$ cat src/rtl/rtn_pkg.sv
// ---------------------------------------------------------------------------
// rtn_pkg
// shared types and constants for the regex to nfa builder
// ---------------------------------------------------------------------------
`default_nettype none

package rtn_pkg;

   localparam int OP_STACK_DEPTH_DEF   = 8;
   localparam int FRAG_STACK_DEPTH_DEF = 16;
   localparam int MAX_STATES_DEF       = 1024;
   localparam int QUEUE_DEPTH          = 4;
   localparam int OUT_STATE_W          = 11;
   localparam int EDGE_LIMIT           = 63;

   localparam logic [7:0] CH_STAR   = 8'h2A;
   localparam logic [7:0] CH_ALT    = 8'h7C;
   localparam logic [7:0] CH_LPAREN = 8'h28;
   localparam logic [7:0] CH_RPAREN = 8'h29;

   localparam logic [1:0] ST_OK        = 2'd0;
   localparam logic [1:0] ST_OVERFLOW  = 2'd1;
   localparam logic [1:0] ST_MALFORMED = 2'd2;

   typedef enum logic [1:0] {
      OP_LPAREN = 2'd0,
      OP_ALT    = 2'd1,
      OP_CAT    = 2'd2,
      OP_STAR   = 2'd3
   } op_type;

   typedef enum logic [2:0] {
      CLS_LIT,
      CLS_LPAREN,
      CLS_RPAREN,
      CLS_ALT,
      CLS_STAR
   } cls_type;

   typedef struct packed {
      logic [7:0] ch;
      logic       last;
      logic       cat;
      cls_type    cls;
   } item_type;

   typedef struct packed {
      logic                   emit;
      logic                   finish;
      logic                   kind;
      logic [OUT_STATE_W-1:0] from_state;
      logic [OUT_STATE_W-1:0] to_state;
      logic [7:0]             symbol;
      logic                   is_epsilon;
      logic [1:0]             status;
   } res_type;

endpackage

`default_nettype wire

$ cat src/rtl/rtn_ram.sv
// ---------------------------------------------------------------------------
// rtn_ram
// generic single write, single read ram with registered read data
// ---------------------------------------------------------------------------
`default_nettype none

module rtn_ram #(
   parameter int WIDTH = 22,
   parameter int DEPTH = 16
) (
   input  wire logic                     clock,
   input  wire logic                     wr_en,
   input  wire logic [$clog2(DEPTH)-1:0] wr_addr,
   input  wire logic [WIDTH-1:0]         wr_data,
   input  wire logic                     rd_en,
   input  wire logic [$clog2(DEPTH)-1:0] rd_addr,
   output      logic [WIDTH-1:0]         rd_data
);

   logic [WIDTH-1:0] mem_ff [DEPTH];
   logic [WIDTH-1:0] rd_data_ff;

   always_ff @(posedge clock) begin
      if (wr_en) begin
         mem_ff[wr_addr] <= wr_data;
      end
      if (rd_en) begin
         rd_data_ff <= mem_ff[rd_addr];
      end
   end

   assign rd_data = rd_data_ff;

endmodule

`default_nettype wire

$ cat src/rtl/rtn_queue.sv
// ---------------------------------------------------------------------------
// rtn_queue
// short fifo of classified characters between front and back
// ---------------------------------------------------------------------------
`default_nettype none

module rtn_queue #(
   parameter int DEPTH = 4
) (
   input  wire logic              clock,
   input  wire logic              reset,
   input  wire logic              push,
   input  wire rtn_pkg::item_type push_item,
   input  wire logic              pop,
   output      logic              full,
   output      logic              not_empty,
   output      rtn_pkg::item_type head
);

   localparam int PW = (DEPTH > 1) ? $clog2(DEPTH) : 1;
   localparam int CW = $clog2(DEPTH + 1);

   rtn_pkg::item_type mem_ff [DEPTH];
   logic [PW-1:0] wr_ptr_ff, wr_ptr_in;
   logic [PW-1:0] rd_ptr_ff, rd_ptr_in;
   logic [CW-1:0] cnt_ff, cnt_in;

   always_comb begin
      wr_ptr_in = wr_ptr_ff;
      rd_ptr_in = rd_ptr_ff;
      cnt_in    = cnt_ff;
      if (push) begin
         wr_ptr_in = (wr_ptr_ff == PW'(DEPTH - 1)) ? '0 : wr_ptr_ff + PW'(1);
      end
      if (pop) begin
         rd_ptr_in = (rd_ptr_ff == PW'(DEPTH - 1)) ? '0 : rd_ptr_ff + PW'(1);
      end
      if (push && !pop) begin
         cnt_in = cnt_ff + CW'(1);
      end else if (pop && !push) begin
         cnt_in = cnt_ff - CW'(1);
      end
   end

   always_ff @(posedge clock) begin
      if (reset) begin
         wr_ptr_ff <= '0;
         rd_ptr_ff <= '0;
         cnt_ff    <= '0;
      end else begin
         wr_ptr_ff <= wr_ptr_in;
         rd_ptr_ff <= rd_ptr_in;
         cnt_ff    <= cnt_in;
      end
      if (push) begin
         mem_ff[wr_ptr_ff] <= push_item;
      end
   end

   assign full      = (cnt_ff == CW'(DEPTH));
   assign not_empty = (cnt_ff != '0);
   assign head      = mem_ff[rd_ptr_ff];

endmodule

`default_nettype wire

$ cat src/rtl/rtn_front.sv
// ---------------------------------------------------------------------------
// rtn_front
// accepts characters, classifies them and flags implicit concatenation
// ---------------------------------------------------------------------------
`default_nettype none

module rtn_front (
   input  wire logic              clock,
   input  wire logic              reset,
   input  wire logic              req_valid,
   input  wire logic [7:0]        req_ch,
   input  wire logic              req_last,
   output      logic              req_stall,
   input  wire logic              q_full,
   output      logic              q_push,
   output      rtn_pkg::item_type q_item
);

   logic [7:0] prev_ff, prev_in;
   logic       have_prev_ff, have_prev_in;

   always_comb begin
      q_item.ch   = req_ch;
      q_item.last = req_last;
      case (req_ch)
         rtn_pkg::CH_LPAREN: q_item.cls = rtn_pkg::CLS_LPAREN;
         rtn_pkg::CH_RPAREN: q_item.cls = rtn_pkg::CLS_RPAREN;
         rtn_pkg::CH_ALT:    q_item.cls = rtn_pkg::CLS_ALT;
         rtn_pkg::CH_STAR:   q_item.cls = rtn_pkg::CLS_STAR;
         default:            q_item.cls = rtn_pkg::CLS_LIT;
      endcase
      q_item.cat = have_prev_ff
         && !(prev_ff inside {rtn_pkg::CH_LPAREN, rtn_pkg::CH_ALT})
         && !(req_ch inside {rtn_pkg::CH_RPAREN, rtn_pkg::CH_ALT, rtn_pkg::CH_STAR});
      q_push       = req_valid && !q_full;
      prev_in      = prev_ff;
      have_prev_in = have_prev_ff;
      if (q_push) begin
         prev_in      = req_ch;
         have_prev_in = !req_last;
      end
   end

   assign req_stall = q_full;

   always_ff @(posedge clock) begin
      if (reset) begin
         prev_ff      <= '0;
         have_prev_ff <= 1'b0;
      end else begin
         prev_ff      <= prev_in;
         have_prev_ff <= have_prev_in;
      end
   end

endmodule

`default_nettype wire

$ cat src/rtl/rtn_back.sv
// ---------------------------------------------------------------------------
// rtn_back
// operator stack and thompson construction sequencer, emits nfa edges
// ---------------------------------------------------------------------------
`default_nettype none

module rtn_back #(
   parameter int OP_STACK_DEPTH   = rtn_pkg::OP_STACK_DEPTH_DEF,
   parameter int FRAG_STACK_DEPTH = rtn_pkg::FRAG_STACK_DEPTH_DEF,
   parameter int MAX_STATES       = rtn_pkg::MAX_STATES_DEF
) (
   input  wire logic              clock,
   input  wire logic              reset,
   input  wire logic              q_valid,
   input  wire rtn_pkg::item_type q_head,
   output      logic              q_pop,
   input  wire logic              sink_ok,
   output      rtn_pkg::res_type  res
);

   localparam int OW  = $clog2(OP_STACK_DEPTH + 1);
   localparam int OAW = $clog2(OP_STACK_DEPTH);
   localparam int FW  = $clog2(FRAG_STACK_DEPTH + 1);
   localparam int FAW = $clog2(FRAG_STACK_DEPTH);
   localparam int SW  = $clog2(MAX_STATES + 1);
   localparam int OSW = rtn_pkg::OUT_STATE_W;

   typedef enum logic [3:0] {
      S_IDLE, S_CHAR, S_LOOP, S_LOOPEND, S_APPLY, S_RD1, S_RD2,
      S_EDGE, S_POST, S_CHKF, S_RPT, S_FIN
   } state_type;

   typedef enum logic [2:0] {M_CAT, M_ALT, M_STAR, M_RP, M_FIN} mode_type;
   typedef enum logic [1:0] {EK_LIT, EK_STAR, EK_CAT, EK_ALT} ek_type;

   state_type         state_ff, state_in;
   mode_type          mode_ff, mode_in;
   ek_type            ek_ff, ek_in;
   rtn_pkg::op_type   cur_op_ff, cur_op_in;
   rtn_pkg::item_type item_ff, item_in;
   rtn_pkg::op_type   op_stk_ff [OP_STACK_DEPTH];
   rtn_pkg::op_type   op_stk_in [OP_STACK_DEPTH];
   logic [OW-1:0]     opc_ff, opc_in;
   logic [FW-1:0]     fc_ff, fc_in;
   logic [SW-1:0]     sc_ff, sc_in;
   logic [1:0]        err_ff, err_in;
   logic [5:0]        ecnt_ff, ecnt_in;
   logic [1:0]        k_ff, k_in;
   logic [SW-1:0]     s_ff, s_in, e_ff, e_in;
   logic [SW-1:0]     as_ff, as_in, ae_ff, ae_in;
   logic [SW-1:0]     bs_ff, bs_in, be_ff, be_in;

   logic              wr_en, rd_en;
   logic [FAW-1:0]    wr_addr, rd_addr;
   logic [2*SW-1:0]   wr_data, rd_data;

   logic [OW-1:0]     opm1;
   logic [FW-1:0]     fcm1, fcm2;
   rtn_pkg::op_type   top_op;
   logic [SW:0]       sc_plus2;
   logic              sc_over;
   logic              cont;
   logic [SW-1:0]     ef, et;
   logic [7:0]        esym;
   logic              eeps, elast;
   logic [SW+OSW-1:0] f_wide, t_wide;
   state_type         ret_state;

   rtn_ram #(.WIDTH(2 * SW), .DEPTH(FRAG_STACK_DEPTH)) u_frag_ram (
      .clock   (clock),
      .wr_en   (wr_en),
      .wr_addr (wr_addr),
      .wr_data (wr_data),
      .rd_en   (rd_en),
      .rd_addr (rd_addr),
      .rd_data (rd_data)
   );

   always_comb begin
      opm1     = opc_ff - OW'(1);
      fcm1     = fc_ff - FW'(1);
      fcm2     = fc_ff - FW'(2);
      top_op   = op_stk_ff[opm1[OAW-1:0]];
      sc_plus2 = {1'b0, sc_ff} + (SW + 1)'(2);
      sc_over  = sc_plus2 > (SW + 1)'(MAX_STATES);
      case (mode_ff)
         M_CAT:   cont = (top_op inside {rtn_pkg::OP_CAT, rtn_pkg::OP_STAR});
         M_ALT:   cont = (top_op != rtn_pkg::OP_LPAREN);
         M_STAR:  cont = (top_op == rtn_pkg::OP_STAR);
         default: cont = (top_op != rtn_pkg::OP_LPAREN);
      endcase
      cont = cont && (err_ff == rtn_pkg::ST_OK) && (opc_ff != '0);

      // current edge of the fragment being built
      esym  = '0;
      eeps  = 1'b1;
      elast = 1'b0;
      ef    = s_ff;
      et    = e_ff;
      case (ek_ff)
         EK_LIT: begin
            esym  = item_ff.ch;
            eeps  = 1'b0;
            elast = 1'b1;
         end
         EK_CAT: begin
            ef    = ae_ff;
            et    = bs_ff;
            elast = 1'b1;
         end
         EK_STAR: begin
            elast = (k_ff == 2'd3);
            case (k_ff)
               2'd0:    begin ef = s_ff;  et = as_ff; end
               2'd1:    begin ef = s_ff;  et = e_ff;  end
               2'd2:    begin ef = ae_ff; et = e_ff;  end
               default: begin ef = ae_ff; et = as_ff; end
            endcase
         end
         default: begin
            elast = (k_ff == 2'd3);
            case (k_ff)
               2'd0:    begin ef = s_ff;  et = as_ff; end
               2'd1:    begin ef = s_ff;  et = bs_ff; end
               2'd2:    begin ef = ae_ff; et = e_ff;  end
               default: begin ef = be_ff; et = e_ff;  end
            endcase
         end
      endcase
      ret_state = (ek_ff == EK_LIT) ? S_POST : S_LOOP;

      state_in  = state_ff;
      mode_in   = mode_ff;
      ek_in     = ek_ff;
      cur_op_in = cur_op_ff;
      item_in   = item_ff;
      op_stk_in = op_stk_ff;
      opc_in    = opc_ff;
      fc_in     = fc_ff;
      sc_in     = sc_ff;
      err_in    = err_ff;
      ecnt_in   = ecnt_ff;
      k_in      = k_ff;
      s_in      = s_ff;
      e_in      = e_ff;
      as_in     = as_ff;
      ae_in     = ae_ff;
      bs_in     = bs_ff;
      be_in     = be_ff;
      q_pop     = 1'b0;
      wr_en     = 1'b0;
      wr_addr   = fc_ff[FAW-1:0];
      wr_data   = {s_ff, e_ff};
      rd_en     = 1'b0;
      rd_addr   = fcm1[FAW-1:0];
      res       = '0;
      f_wide    = {{OSW{1'b0}}, ef};
      t_wide    = {{OSW{1'b0}}, et};

      case (state_ff)
         S_IDLE: begin
            if (q_valid) begin
               q_pop   = 1'b1;
               item_in = q_head;
               ecnt_in = '0;
               if (err_ff != rtn_pkg::ST_OK) begin
                  state_in = S_POST;
               end else if (q_head.cat) begin
                  mode_in  = M_CAT;
                  state_in = S_LOOP;
               end else begin
                  state_in = S_CHAR;
               end
            end
         end
         S_CHAR: begin
            state_in = S_POST;
            if (err_ff == rtn_pkg::ST_OK) begin
               case (item_ff.cls)
                  rtn_pkg::CLS_LPAREN: begin
                     if (opc_ff >= OW'(OP_STACK_DEPTH)) begin
                        err_in = rtn_pkg::ST_OVERFLOW;
                     end else begin
                        op_stk_in[opc_ff[OAW-1:0]] = rtn_pkg::OP_LPAREN;
                        opc_in = opc_ff + OW'(1);
                     end
                  end
                  rtn_pkg::CLS_RPAREN: begin
                     mode_in  = M_RP;
                     state_in = S_LOOP;
                  end
                  rtn_pkg::CLS_ALT: begin
                     mode_in  = M_ALT;
                     state_in = S_LOOP;
                  end
                  rtn_pkg::CLS_STAR: begin
                     mode_in  = M_STAR;
                     state_in = S_LOOP;
                  end
                  default: begin
                     if (fc_ff >= FW'(FRAG_STACK_DEPTH) || sc_over) begin
                        err_in = rtn_pkg::ST_OVERFLOW;
                     end else begin
                        s_in     = sc_ff + SW'(1);
                        e_in     = sc_plus2[SW-1:0];
                        sc_in    = sc_plus2[SW-1:0];
                        wr_en    = 1'b1;
                        wr_data  = {sc_ff + SW'(1), sc_plus2[SW-1:0]};
                        fc_in    = fc_ff + FW'(1);
                        ek_in    = EK_LIT;
                        k_in     = '0;
                        state_in = S_EDGE;
                     end
                  end
               endcase
            end
         end
         S_LOOP: begin
            if (cont) begin
               opc_in    = opm1;
               cur_op_in = top_op;
               state_in  = S_APPLY;
            end else begin
               state_in = S_LOOPEND;
            end
         end
         S_LOOPEND: begin
            case (mode_ff)
               M_RP: begin
                  state_in = S_POST;
                  if (err_ff == rtn_pkg::ST_OK) begin
                     if (opc_ff == '0) begin
                        err_in = rtn_pkg::ST_MALFORMED;
                     end else begin
                        opc_in = opm1;
                     end
                  end
               end
               M_FIN: begin
                  state_in = S_CHKF;
                  if (err_ff == rtn_pkg::ST_OK && opc_ff != '0) begin
                     err_in = rtn_pkg::ST_MALFORMED;
                  end
               end
               default: begin
                  state_in = (mode_ff == M_CAT) ? S_CHAR : S_POST;
                  if (err_ff == rtn_pkg::ST_OK) begin
                     if (opc_ff >= OW'(OP_STACK_DEPTH)) begin
                        err_in = rtn_pkg::ST_OVERFLOW;
                     end else begin
                        opc_in = opc_ff + OW'(1);
                        case (mode_ff)
                           M_CAT:   op_stk_in[opc_ff[OAW-1:0]] = rtn_pkg::OP_CAT;
                           M_ALT:   op_stk_in[opc_ff[OAW-1:0]] = rtn_pkg::OP_ALT;
                           default: op_stk_in[opc_ff[OAW-1:0]] = rtn_pkg::OP_STAR;
                        endcase
                     end
                  end
               end
            endcase
         end
         S_APPLY: begin
            state_in = S_LOOP;
            case (cur_op_ff)
               rtn_pkg::OP_STAR: begin
                  if (fc_ff == '0) begin
                     err_in = rtn_pkg::ST_MALFORMED;
                  end else if (sc_over) begin
                     err_in = rtn_pkg::ST_OVERFLOW;
                  end else begin
                     s_in     = sc_ff + SW'(1);
                     e_in     = sc_plus2[SW-1:0];
                     sc_in    = sc_plus2[SW-1:0];
                     rd_en    = 1'b1;
                     ek_in    = EK_STAR;
                     state_in = S_RD1;
                  end
               end
               rtn_pkg::OP_CAT: begin
                  if (fc_ff < FW'(2)) begin
                     err_in = rtn_pkg::ST_MALFORMED;
                  end else begin
                     rd_en    = 1'b1;
                     ek_in    = EK_CAT;
                     state_in = S_RD1;
                  end
               end
               rtn_pkg::OP_ALT: begin
                  if (fc_ff < FW'(2)) begin
                     err_in = rtn_pkg::ST_MALFORMED;
                  end else if (sc_over) begin
                     err_in = rtn_pkg::ST_OVERFLOW;
                  end else begin
                     s_in     = sc_ff + SW'(1);
                     e_in     = sc_plus2[SW-1:0];
                     sc_in    = sc_plus2[SW-1:0];
                     rd_en    = 1'b1;
                     ek_in    = EK_ALT;
                     state_in = S_RD1;
                  end
               end
               default: begin
                  state_in = S_LOOP;
               end
            endcase
         end
         S_RD1: begin
            k_in = '0;
            if (ek_ff == EK_STAR) begin
               as_in    = rd_data[2*SW-1:SW];
               ae_in    = rd_data[SW-1:0];
               wr_en    = 1'b1;
               wr_addr  = fcm1[FAW-1:0];
               wr_data  = {s_ff, e_ff};
               state_in = S_EDGE;
            end else begin
               bs_in    = rd_data[2*SW-1:SW];
               be_in    = rd_data[SW-1:0];
               rd_en    = 1'b1;
               rd_addr  = fcm2[FAW-1:0];
               state_in = S_RD2;
            end
         end
         S_RD2: begin
            as_in   = rd_data[2*SW-1:SW];
            ae_in   = rd_data[SW-1:0];
            wr_en   = 1'b1;
            wr_addr = fcm2[FAW-1:0];
            wr_data = (ek_ff == EK_CAT) ? {rd_data[2*SW-1:SW], be_ff} : {s_ff, e_ff};
            fc_in   = fcm1;
            k_in    = '0;
            state_in = S_EDGE;
         end
         S_EDGE: begin
            if (err_ff != rtn_pkg::ST_OK) begin
               state_in = ret_state;
            end else if (ecnt_ff >= 6'(rtn_pkg::EDGE_LIMIT)) begin
               err_in   = rtn_pkg::ST_OVERFLOW;
               state_in = ret_state;
            end else if (sink_ok) begin
               res.emit       = 1'b1;
               res.from_state = f_wide[OSW-1:0];
               res.to_state   = t_wide[OSW-1:0];
               res.symbol     = esym;
               res.is_epsilon = eeps;
               ecnt_in        = ecnt_ff + 6'd1;
               k_in           = k_ff + 2'd1;
               if (elast) begin
                  state_in = ret_state;
               end
            end
         end
         S_POST: begin
            if (item_ff.last) begin
               mode_in  = M_FIN;
               state_in = S_LOOP;
            end else begin
               state_in = S_FIN;
            end
         end
         S_CHKF: begin
            if (err_ff == rtn_pkg::ST_OK && fc_ff != FW'(1)) begin
               err_in = rtn_pkg::ST_MALFORMED;
            end
            rd_en    = 1'b1;
            rd_addr  = '0;
            state_in = S_RPT;
         end
         S_RPT: begin
            f_wide = {{OSW{1'b0}}, rd_data[2*SW-1:SW]};
            t_wide = {{OSW{1'b0}}, rd_data[SW-1:0]};
            if (sink_ok) begin
               res.emit   = 1'b1;
               res.kind   = 1'b1;
               res.status = err_ff;
               if (err_ff == rtn_pkg::ST_OK) begin
                  res.from_state = f_wide[OSW-1:0];
                  res.to_state   = t_wide[OSW-1:0];
               end
               state_in = S_FIN;
            end
         end
         S_FIN: begin
            if (sink_ok) begin
               res.finish = 1'b1;
               state_in   = S_IDLE;
               if (item_ff.last) begin
                  opc_in = '0;
                  fc_in  = '0;
                  sc_in  = '0;
                  err_in = rtn_pkg::ST_OK;
               end
            end
         end
         default: begin
            state_in = S_IDLE;
         end
      endcase
   end

   always_ff @(posedge clock) begin
      if (reset) begin
         state_ff <= S_IDLE;
         opc_ff   <= '0;
         fc_ff    <= '0;
         sc_ff    <= '0;
         err_ff   <= rtn_pkg::ST_OK;
         ecnt_ff  <= '0;
      end else begin
         state_ff <= state_in;
         opc_ff   <= opc_in;
         fc_ff    <= fc_in;
         sc_ff    <= sc_in;
         err_ff   <= err_in;
         ecnt_ff  <= ecnt_in;
      end
      mode_ff   <= mode_in;
      ek_ff     <= ek_in;
      cur_op_ff <= cur_op_in;
      item_ff   <= item_in;
      op_stk_ff <= op_stk_in;
      k_ff      <= k_in;
      s_ff      <= s_in;
      e_ff      <= e_in;
      as_ff     <= as_in;
      ae_ff     <= ae_in;
      bs_ff     <= bs_in;
      be_ff     <= be_in;
   end

endmodule

`default_nettype wire

$ cat src/rtl/regex_to_nfa_builder.sv
// ---------------------------------------------------------------------------
// regex_to_nfa_builder
// streaming thompson construction: regex characters in, nfa edges out
// ---------------------------------------------------------------------------
//  channel  dir  handshake          payload
//  req_     in   req_valid/stall    ch, last
//  rsp_     out  rsp_valid/stall    kind, from_state, to_state, symbol,
//                                   is_epsilon, status, end_of_run
//
//  a character passes the sequencer steps take, classify, post and finish, plus
//  an edge step for a literal and an operator check (concat, ')', '|', '*')
//  each operator popped reads one fragment from the ram for a star or two for
//  concat and alternation, then emits its edges
//  the final report adds the closing drain and a ram read
//  reset is synchronous and clears all control state, no clearing pass;
//  a stalled rsp_ beat holds the sequencer at its next result
// ---------------------------------------------------------------------------
`default_nettype none

module regex_to_nfa_builder #(
   parameter int OP_STACK_DEPTH   = rtn_pkg::OP_STACK_DEPTH_DEF,
   parameter int FRAG_STACK_DEPTH = rtn_pkg::FRAG_STACK_DEPTH_DEF,
   parameter int MAX_STATES       = rtn_pkg::MAX_STATES_DEF
) (
   input  wire logic        clock,
   input  wire logic        reset,
   input  wire logic        req_valid,
   input  wire logic [7:0]  req_ch,
   input  wire logic        req_last,
   output      logic        req_stall,
   output      logic        rsp_valid,
   input  wire logic        rsp_stall,
   output      logic        rsp_kind,
   output      logic [10:0] rsp_from_state,
   output      logic [10:0] rsp_to_state,
   output      logic [7:0]  rsp_symbol,
   output      logic        rsp_is_epsilon,
   output      logic [1:0]  rsp_status,
   output      logic        rsp_end_of_run
);

   rtn_pkg::item_type f_item, q_head;
   logic              f_push, q_full, q_not_empty, q_pop;
   logic              sink_ok;
   rtn_pkg::res_type  res;

   rtn_pkg::res_type  pend_ff, pend_in;
   logic              pend_v_ff, pend_v_in;
   rtn_pkg::res_type  out_ff, out_in;
   logic              out_eor_ff, out_eor_in;
   logic              out_v_ff, out_v_in;

   rtn_front u_front (
      .clock     (clock),
      .reset     (reset),
      .req_valid (req_valid),
      .req_ch    (req_ch),
      .req_last  (req_last),
      .req_stall (req_stall),
      .q_full    (q_full),
      .q_push    (f_push),
      .q_item    (f_item)
   );

   rtn_queue #(.DEPTH(rtn_pkg::QUEUE_DEPTH)) u_queue (
      .clock     (clock),
      .reset     (reset),
      .push      (f_push),
      .push_item (f_item),
      .pop       (q_pop),
      .full      (q_full),
      .not_empty (q_not_empty),
      .head      (q_head)
   );

   rtn_back #(
      .OP_STACK_DEPTH   (OP_STACK_DEPTH),
      .FRAG_STACK_DEPTH (FRAG_STACK_DEPTH),
      .MAX_STATES       (MAX_STATES)
   ) u_back (
      .clock   (clock),
      .reset   (reset),
      .q_valid (q_not_empty),
      .q_head  (q_head),
      .q_pop   (q_pop),
      .sink_ok (sink_ok),
      .res     (res)
   );

   assign sink_ok = !pend_v_ff || !out_v_ff || !rsp_stall;

   always_comb begin
      pend_in    = pend_ff;
      pend_v_in  = pend_v_ff;
      out_in     = out_ff;
      out_eor_in = out_eor_ff;
      out_v_in   = out_v_ff;
      if (!rsp_stall) begin
         out_v_in = 1'b0;
      end
      if ((res.emit || res.finish) && pend_v_ff) begin
         out_in     = pend_ff;
         out_eor_in = res.finish;
         out_v_in   = 1'b1;
      end
      if (res.emit) begin
         pend_in   = res;
         pend_v_in = 1'b1;
      end else if (res.finish) begin
         pend_v_in = 1'b0;
      end
   end

   always_ff @(posedge clock) begin
      if (reset) begin
         pend_v_ff <= 1'b0;
         out_v_ff  <= 1'b0;
      end else begin
         pend_v_ff <= pend_v_in;
         out_v_ff  <= out_v_in;
      end
      pend_ff    <= pend_in;
      out_ff     <= out_in;
      out_eor_ff <= out_eor_in;
   end

   assign rsp_valid      = out_v_ff;
   assign rsp_kind       = out_ff.kind;
   assign rsp_from_state = out_ff.from_state;
   assign rsp_to_state   = out_ff.to_state;
   assign rsp_symbol     = out_ff.symbol;
   assign rsp_is_epsilon = out_ff.is_epsilon;
   assign rsp_status     = out_ff.status;
   assign rsp_end_of_run = out_eor_ff;

   a_emit_finish_excl: assert property (@(posedge clock) disable iff (reset)
      !(res.emit && res.finish))
      else $error("emit and finish together");

   a_sink_ok: assert property (@(posedge clock) disable iff (reset)
      (res.emit || res.finish) |-> sink_ok)
      else $error("result pushed into a full output stage");

   a_report_ends_run: assert property (@(posedge clock) disable iff (reset)
      (rsp_valid && rsp_kind) |-> rsp_end_of_run)
      else $error("final report without end of run");

   a_status_only_on_report: assert property (@(posedge clock) disable iff (reset)
      (rsp_valid && !rsp_kind) |-> (rsp_status == rtn_pkg::ST_OK))
      else $error("status on an edge beat");

endmodule

`default_nettype wire
$ cat config.mk
export PLATFORM = sky130hd
export DESIGN_NAME = regex_to_nfa_builder
export DESIGN_NICKNAME = d
export VERILOG_FILES = /design/src/rtl/rtn_pkg.sv /design/src/rtl/rtn_ram.sv /design/src/rtl/rtn_queue.sv /design/src/rtl/rtn_front.sv /design/src/rtl/rtn_back.sv /design/src/rtl/regex_to_nfa_builder.sv
export SDC_FILE = /design/constraint.sdc
export NUM_CORES = 1
export LEC_CHECK = 0
export ABC_AREA = 0
export BUFFER_PORTS_ARGS = -buffer_cell sky130_fd_sc_hd__clkbuf_2
export CORE_ASPECT_RATIO = 1.25
export CORE_UTILIZATION = 45
export DETAILED_ROUTE_END_ITERATION = 16
export GPL_TIMING_DRIVEN = 0
export REMOVE_ABC_BUFFERS = 1
export SLEW_MARGIN = 15
export SYNTH_ARGS = -nofsm -noshare
export SYNTH_HDL_FRONTEND = slang
export SYNTH_SLANG_ARGS = --single-unit
$ cat constraint.sdc
create_clock -name clock -period 3.6 [get_ports clock]
set_input_delay 0.72 -clock clock [delete_from_list [all_inputs] [get_ports clock]]
set_output_delay 0.72 -clock clock [all_outputs]
set_load 0.1 [all_outputs]
# Yosys cells after proc, flatten, opt, wreduce, memory -nomap -nowiden
# Memories as Yosys holds them, arrays and structs flattened. A register that Yosys moved wholly into a read port is not among the register bits.
# Index checks and enable logic that the tools add are counted.
[totals] mem_bits_rw=404 output_inout_bits=37 wordCells=427 in_bits=13 mem_count=2 regBits=222
[mem_list] name="u_back.u_frag_ram.mem_ff" words=16 word_bits=22 rd=1 rd_clocked_by_memory_dff=1 write_ports=1 line_no="rtn_ram.sv:20" rtl="logic [WIDTH-1:0] mem_ff [DEPTH];"
[mem_list] name="u_queue.mem_ff" words=4 word_bits=13 rd=1 rd_clocked_by_memory_dff=1 write_ports=1 line_no="rtn_queue.sv:23" rtl="rtn_pkg::item_type mem_ff [DEPTH];"
[classes] mux=186 bitwise_logic=15 n_eq_ne=81 n_reduce_logical=75 addsub=13 magnitude_cmp=8
[op_table] operator="two-way mux 11 bit" count=21
[op_table] operator="case mux 11 bit (2 select lines)" count=9
[op_table] operator="two-way mux 22 bit" count=5
[op_table] operator="two-way mux 4 bit" count=25
[op_table] operator="case mux 11 bit (3 select lines)" count=3
[op_table] operator="two-way mux 16 bit" count=6
[op_table] operator="two-way mux 31 bit" count=3
[op_table] operator="case mux 22 bit (2 select lines)" count=2
[op_table] operator="two-way mux 2 bit" count=35
[op_table] operator="case mux 16 bit (2 select lines)" count=2
[op_table] operator="case mux 4 bit (12 select lines)" count=1
[op_table] operator="case mux 4 bit (2 select lines)" count=5
[op_table] operator="two-way mux 3 bit" count=11
[op_table] operator="equality test 8 x 6 -> 1 bit, second input constant" count=4
[op_table] operator="inequality test 2 bit, second input constant" count=14
[op_table] operator="AND reduction 7 bit" count=4
[op_table] operator="two-way mux 1 bit" count=26
[op_table] operator="two-way mux 5 bit" count=5
[op_table] operator="two-way mux 6 bit" count=4
[op_table] operator="two-way mux 23 bit" count=1
[op_table] operator="inequality test 2 x 1 -> 1 bit, second input constant" count=11
[op_table] operator="nonzero test 2 bit" count=10
[op_table] operator="equality test 2 bit, second input constant" count=9
[op_table] operator="inequality test 3 bit, second input constant" count=6
[op_table] operator="74 further kinds" count=156

# Depth between registers and ports, before layout
[logic_depth] depth_word=12 mapped_depth=10 ltp_nobuf=9

# By module
# Synthesis repeated with hierarchy kept, for this count alone.
[hier_totals] cells_unflattened=1774 area_unflattened_um2=27542.7
[by_module_without_submodules] mod="rtn_ram" cells_each=583 n_inst=1 seq_area_each_um2=11230.8 area_each_um2=14042.2
[by_module_without_submodules] mod="rtn_back" cells_each=934 n_inst=1 seq_area_each_um2=3653.5 area_each_um2=8495.6
[by_module_without_submodules] mod="rtn_queue" cells_each=111 n_inst=1 seq_area_each_um2=1741.7 area_each_um2=2323.5
[by_module_without_submodules] mod="regex_to_nfa_builder" cells_each=79 n_inst=1 seq_area_each_um2=2112.0 area_each_um2=2153.3
[by_module_without_submodules] mod="rtn_front" cells_each=67 n_inst=1 seq_area_each_um2=180.2 area_each_um2=528.0

# Least setup slack after synthesis
# Ideal clock, no wire load.
[synth_path] kind="flip-flop to flip-flop" from="register u_queue.cnt_ff[0]" to="register u_queue.cnt_ff[2]" stages_incl_launch_ff=11 path_slack_ns=-0.620 arrival_ns=4.149 t_required_ns=3.530 setup_ns=0.070 cell_sequence="dfxtp_1 -> nor3b_1 -> nand2b_1 -> inv_1 -> clkbuf_1 -> ha_1 -> inv_1 -> fa_1 -> xor2_1 -> or3_1 -> a21oi_1"
[synth_between] elab_chain_cells=6
[synth_lines] item="start: declaration" line_no="rtn_queue.sv:26" rtl="logic [CW-1:0] cnt_ff, cnt_in;"
[synth_lines] item="start signal: assignment" line_no="rtn_queue.sv:53" rtl="cnt_ff <= cnt_in;"
[synth_lines] item="equality test 3 bit *" line_no="rtn_queue.sv:60" rtl="assign full = (cnt_ff == CW'(DEPTH));"
[synth_lines] item="net req_stall" line_no="regex_to_nfa_builder.sv:30" rtl="output logic req_stall,"
[synth_lines] item="logical NOT 1 bit *" line_no="rtn_front.sv:35" rtl="q_push = req_valid && !q_full;"
[synth_lines] item="logical AND 1 bit *" line_no="rtn_front.sv:35"
[synth_lines] item="net f_push" line_no="regex_to_nfa_builder.sv:43" rtl="logic f_push, q_full, q_not_empty, q_pop;"
[synth_lines] item="logical NOT 1 bit" line_no="rtn_queue.sv:40" rtl="end else if (pop && !push) begin"
[synth_lines] item="logical AND 1 bit" line_no="rtn_queue.sv:40"
[synth_lines] item="nonzero test 2 bit (no line)"
# The timed path passes the listed nets; every way through them passes the cells marked *. The select of a mux whose other input is x is not followed.
# A chain may end at the register's enable or synchronous reset.

# Worst setup path after layout
[layout_path] from="register u_back.state_ff[2]" to="memory u_back.u_frag_ram.mem_ff[0][12] (data pin)"
[layout_between] elab_chain_cells=2
[layout_lines] item="start: declaration" line_no="rtn_back.sv:36" rtl="state_type state_ff, state_in;"
[layout_lines] item="start signal: assignment" line_no="rtn_back.sv:410" rtl="state_ff <= state_in;"
[layout_lines] item="equality test 4 x 3 -> 1 bit or equality test 4 x 1 -> 1 bit (tied branches)" line_no="rtn_back.sv:160" rtl="case (state_ff)"
[layout_lines] item="case mux 22 bit (2 select lines) *" line_no="rtn_back.sv:160"
[layout_lines] item="net u_back.u_frag_ram.wr_data[12]" line_no="rtn_ram.sv:14" rtl="input wire logic [WIDTH-1:0] wr_data,"
[layout_lines] item="end: declaration" line_no="rtn_ram.sv:20"
# The timed path passes the listed nets; every way through them passes the cells marked *.

==> impl_metrics.toml <==
[status]
status = "finished, final reports clean"

[min_path]
holdPathStages = 1
whs_endpoint = "u_queue.mem_ff[3][4]$_DFFE_PP_"
hold_path.class = "in -> reg"
hold_start = "req_last"

[drt]
ant_nets = 0
drt_wl_total_um = 65660
avgViaCountPerCell = 6.116
vias = 16380
first_iter_violations = 1439
wl_per_cell_um = 24.51
dr.pass1.iters = 6
drc = 0

[floorplan]
core_area_um2 = 59930
ios = 50
start_util = 0.4590
die_area_um2 = 62130
fp.dieH_um = 278.4
rows = 100
die_x_um = 223.1

[pwr]
power_switching_mw = 6.407
power.density_nw_per_um2 = 672.8
power.total_mw = 21.55
ir_drop_v = 0.0003420
pwr-share-comb = 0.241
swShare = 0.2974
pwr-share-clk = 0.323
seq_power_share = 0.436
p_leak_nw = 10.50
p_int_mw = 15.14

[timing]
rsz0062_at_grt = "no"
fin_crit_sh = 0.9700
worst-slew-pin-transition_ps = 1156
hold_violations = 0
max_freq_ghz = 0.2864
finalSetupViolations = 0
slew_violations = 0
fin_skew_ps = 26.21
period_needed_ps = 3492
relSlewSlack = 0.2262

[worst_setup_path]
crit_buf_inv = 1
worst_path_largest_cell_delay_ps = 700
critPathSlowestCell = "or4b_1"
r2r_start = "u_back.state_ff[2]$_SDFFE_PP0P_"
crit_path_cell_trace = "or4b_1, a211o_1, a211oi_1, a21o_4, buf_16, nor2_4, a221o_2"
reg2reg_to = "u_back.u_frag_ram.mem_ff[0][12]$_DFFE_PP_"
worstPathMaxFanout = 26
cp.required_ps = 3910
endpoint_kind = "register"
startpoint_type = "register"
arrival_ps = 3800
worst_r2r_path_depth = 7
worst-setup-path-type = "reg -> reg"
ff2ff_setup_slack_ps = 110
cpLargestDelayFamily = "compound AO/OA/AOI/OAI gates"

[final_layout]
layout_common_cells = "edfxtp_1 (596), nand2_1 (133), mux4_2 (105)"
insertedDiodeCount = 0
final_area_um2 = 32030
syn_to_final_growth_pct = 16.43
final_common_cell = "edfxtp_1"
post_route_cells_drive_above_1_share = 0.2231
finalNetCount = 1901

[job]
drv_cap = 0

[global_route]
gr-total-overflow = 0
antenna_found_initial = 0
grt_use_total = 0.2136
grt_max_degree = 49
grt_pass1_wl_um = 99830
grt_pass1_vias = 16410

[placement]
placed_area_um2 = 29350
dpl.hpwl_um = 42070
gp_congestion = 0.8958
io_buffers = 49

[clock_network]
cts_hold_buffers = 0
cts_buffers = 66
cts.htree.levels = 3
insertion_delay_ps = 620
clockBufferDepth = 3
root_buffer = "clkbuf_16"
cts_tree = "built"
clock_sinks = 647
clk_pin_slew_ps = 60

[yosys]
avgSynthCellArea_um2 = 15.45
synth_edf_count = 596
synth-async-reset-ratio = 0
ys_types = 87
ys_warn_count = 0
synth_flop_cell = "edfxtp_1"
netlist_instances = 1781
yosysSeqAreaShare = 0.6877
ys_seq_elements = 647
syn_area_um2 = 27510
logic make-up (layout without fill, tap and decap cells):
logic type / Yosys count / after routing / synth area share
DFF: 647 / 647 / 0.6877
and+or+nand+nor: 422 / 422 / 0.07496
AOI/OAI and AO/OA: 385 / 385 / 0.09984
buffers and inverters: 151 / 284 / 0.02311
muxes: 128 / 128 / 0.09525
adders and majority gates: 26 / 26 / 0.01210
xor gates and xnor gates: 22 / 22 / 0.007005
what timing repair did:
item | 4_1_cts | 5_1_grt
gates resized for setup | 23 | 18
endpoints found under the setup margin | 780 | 521
pin swaps | 9 | 8
buffers inserted | 18 | 11
registers in the layout, indices dropped and copies added, names as in the netlist, 3 cells and up, named ones only:
register,flops
u_back.sc_ff,10
u_front.prev_ff,8
u_back.bs_ff,11
pend_ff,34
u_back.u_frag_ram.mem_ff,352
u_queue.mem_ff,52
u_back.item_ff,12
u_back.opc_ff,4
u_back.as_ff,11
u_back.s_ff,10
u_back.op_stk_ff,16
u_back.be_ff,11
u_back.state_ff,4
u_back.fc_ff,5
u_back.ecnt_ff,6
rsp_to_state,11
u_back.ae_ff,11
u_back.u_frag_ram.rd_data,22
rsp_from_state,11
u_queue.cnt_ff,3
rsp_symbol,8
u_back.e_ff,10
u_back.mode_ff,3
area by class of cell:
cell class | count | area [um2]
clock buffer | 85 | 1784
clock inverter | 35 | 435.4
fill | 4744 | 27910
inverter | 42 | 178.9
multi-input combinational | 983 | 8245
sequential | 647 | 18930
tap | 765 | 957.2
timing repair buffer | 122 | 1495
per-stage QoR:
stage               cells  setup TNS, ps  utilization  hold slack (ps)  worst slack [ps]
CTS                  2667              0       0.5315            349.3             37.11
floorplan            1672        -374470            -            400.3             -4312
global route         2679              0       0.5344            379.8             2.562
detailed placement   2529        -343960       0.4896            404.5            -927.5
global placement     2486       -1917930       0.4711            400.7             -7573
finish               2679              0       0.5344            379.0             108.1
Yosys cell counts, drive strengths merged (9+ instances only):
cell | number | area share
mux4 | 105 | 0.086
xor2 | 10 | 0.0032
o221ai | 9 | 0.0029
mux2 | 17 | 0.0070
nand3 | 31 | 0.0056
a21oi | 87 | 0.016
a31oi | 9 | 0.0026
buf | 35 | 0.0073
or3 | 10 | 0.0023
nor2 | 96 | 0.013
a211oi | 19 | 0.0052
clkbuf | 74 | 0.010
dfxtp | 51 | 0.037
a221o | 12 | 0.0044
edfxtp | 596 | 0.65
a21o | 12 | 0.0033
ha | 25 | 0.011
nor3 | 46 | 0.0084
nor2b | 16 | 0.0036
inv | 40 | 0.0055
a221oi | 14 | 0.0049
o211ai | 19 | 0.0059
a22oi | 58 | 0.016
o22ai | 14 | 0.0032
o21ai | 49 | 0.0091
nand2b | 13 | 0.0030
nand2 | 135 | 0.018
a22o | 19 | 0.0060
o22a | 10 | 0.0032
xnor2 | 12 | 0.0038
and3 | 18 | 0.0041
and2 | 10 | 0.0023
worst register-to-register path, cell delays in order, from the launching register on:
cell,delay [ps]
dfxtp_2,460
or4b_1,710
a211o_1,470
a211oi_1,320
a21o_4,340
buf_16,220
nor2_4,120
a221o_2,540
power by group through the flow:
stage,combinational (mW),sequential (mW),clock [mW]
2_1_floorplan,3.39,9.40,0
3_3_place_gp,4.87,9.54,0
3_5_place_dp,5.08,9.55,0
4_1_cts,5.17,9.39,7.12
5_1_grt,5.57,9.45,7.38
6_report,5.19,9.39,6.97
layer usage:
metal	up-vias	wire [um]	global-route usage
met1	8374	26840	0.2835
met4	0	1739	0.07798
met2	627	32670	0.3583
li1	7271	-	-
met5	-	0	0
met3	112	4407	0.03030
worst max-delay path by stage:
stage                                         start                                   endpoint  depth (start not counted)
floorplan             u_back.ek_ff[1]$_SDFFCE_PN0P_     u_back.u_frag_ram.rd_data[0]$_DFFE_PP_                          7
global placement      u_back.ek_ff[1]$_SDFFCE_PN0P_    u_back.u_frag_ram.rd_data[17]$_DFFE_PP_                          7
detailed placement  u_back.state_ff[1]$_SDFFE_PP0P_                  rsp_to_state[6]$_DFFE_PP_                          9
CTS                    u_back.sc_ff[2]$_SDFFE_PP0P_               u_back.sc_ff[3]$_SDFFE_PP0P_                          7
global route        u_back.state_ff[1]$_SDFFE_PP0P_    u_back.u_frag_ram.rd_data[17]$_DFFE_PP_                         10
finish              u_back.state_ff[2]$_SDFFE_PP0P_  u_back.u_frag_ram.mem_ff[0][12]$_DFFE_PP_                          7
Power figures use the tool's default switching activity.
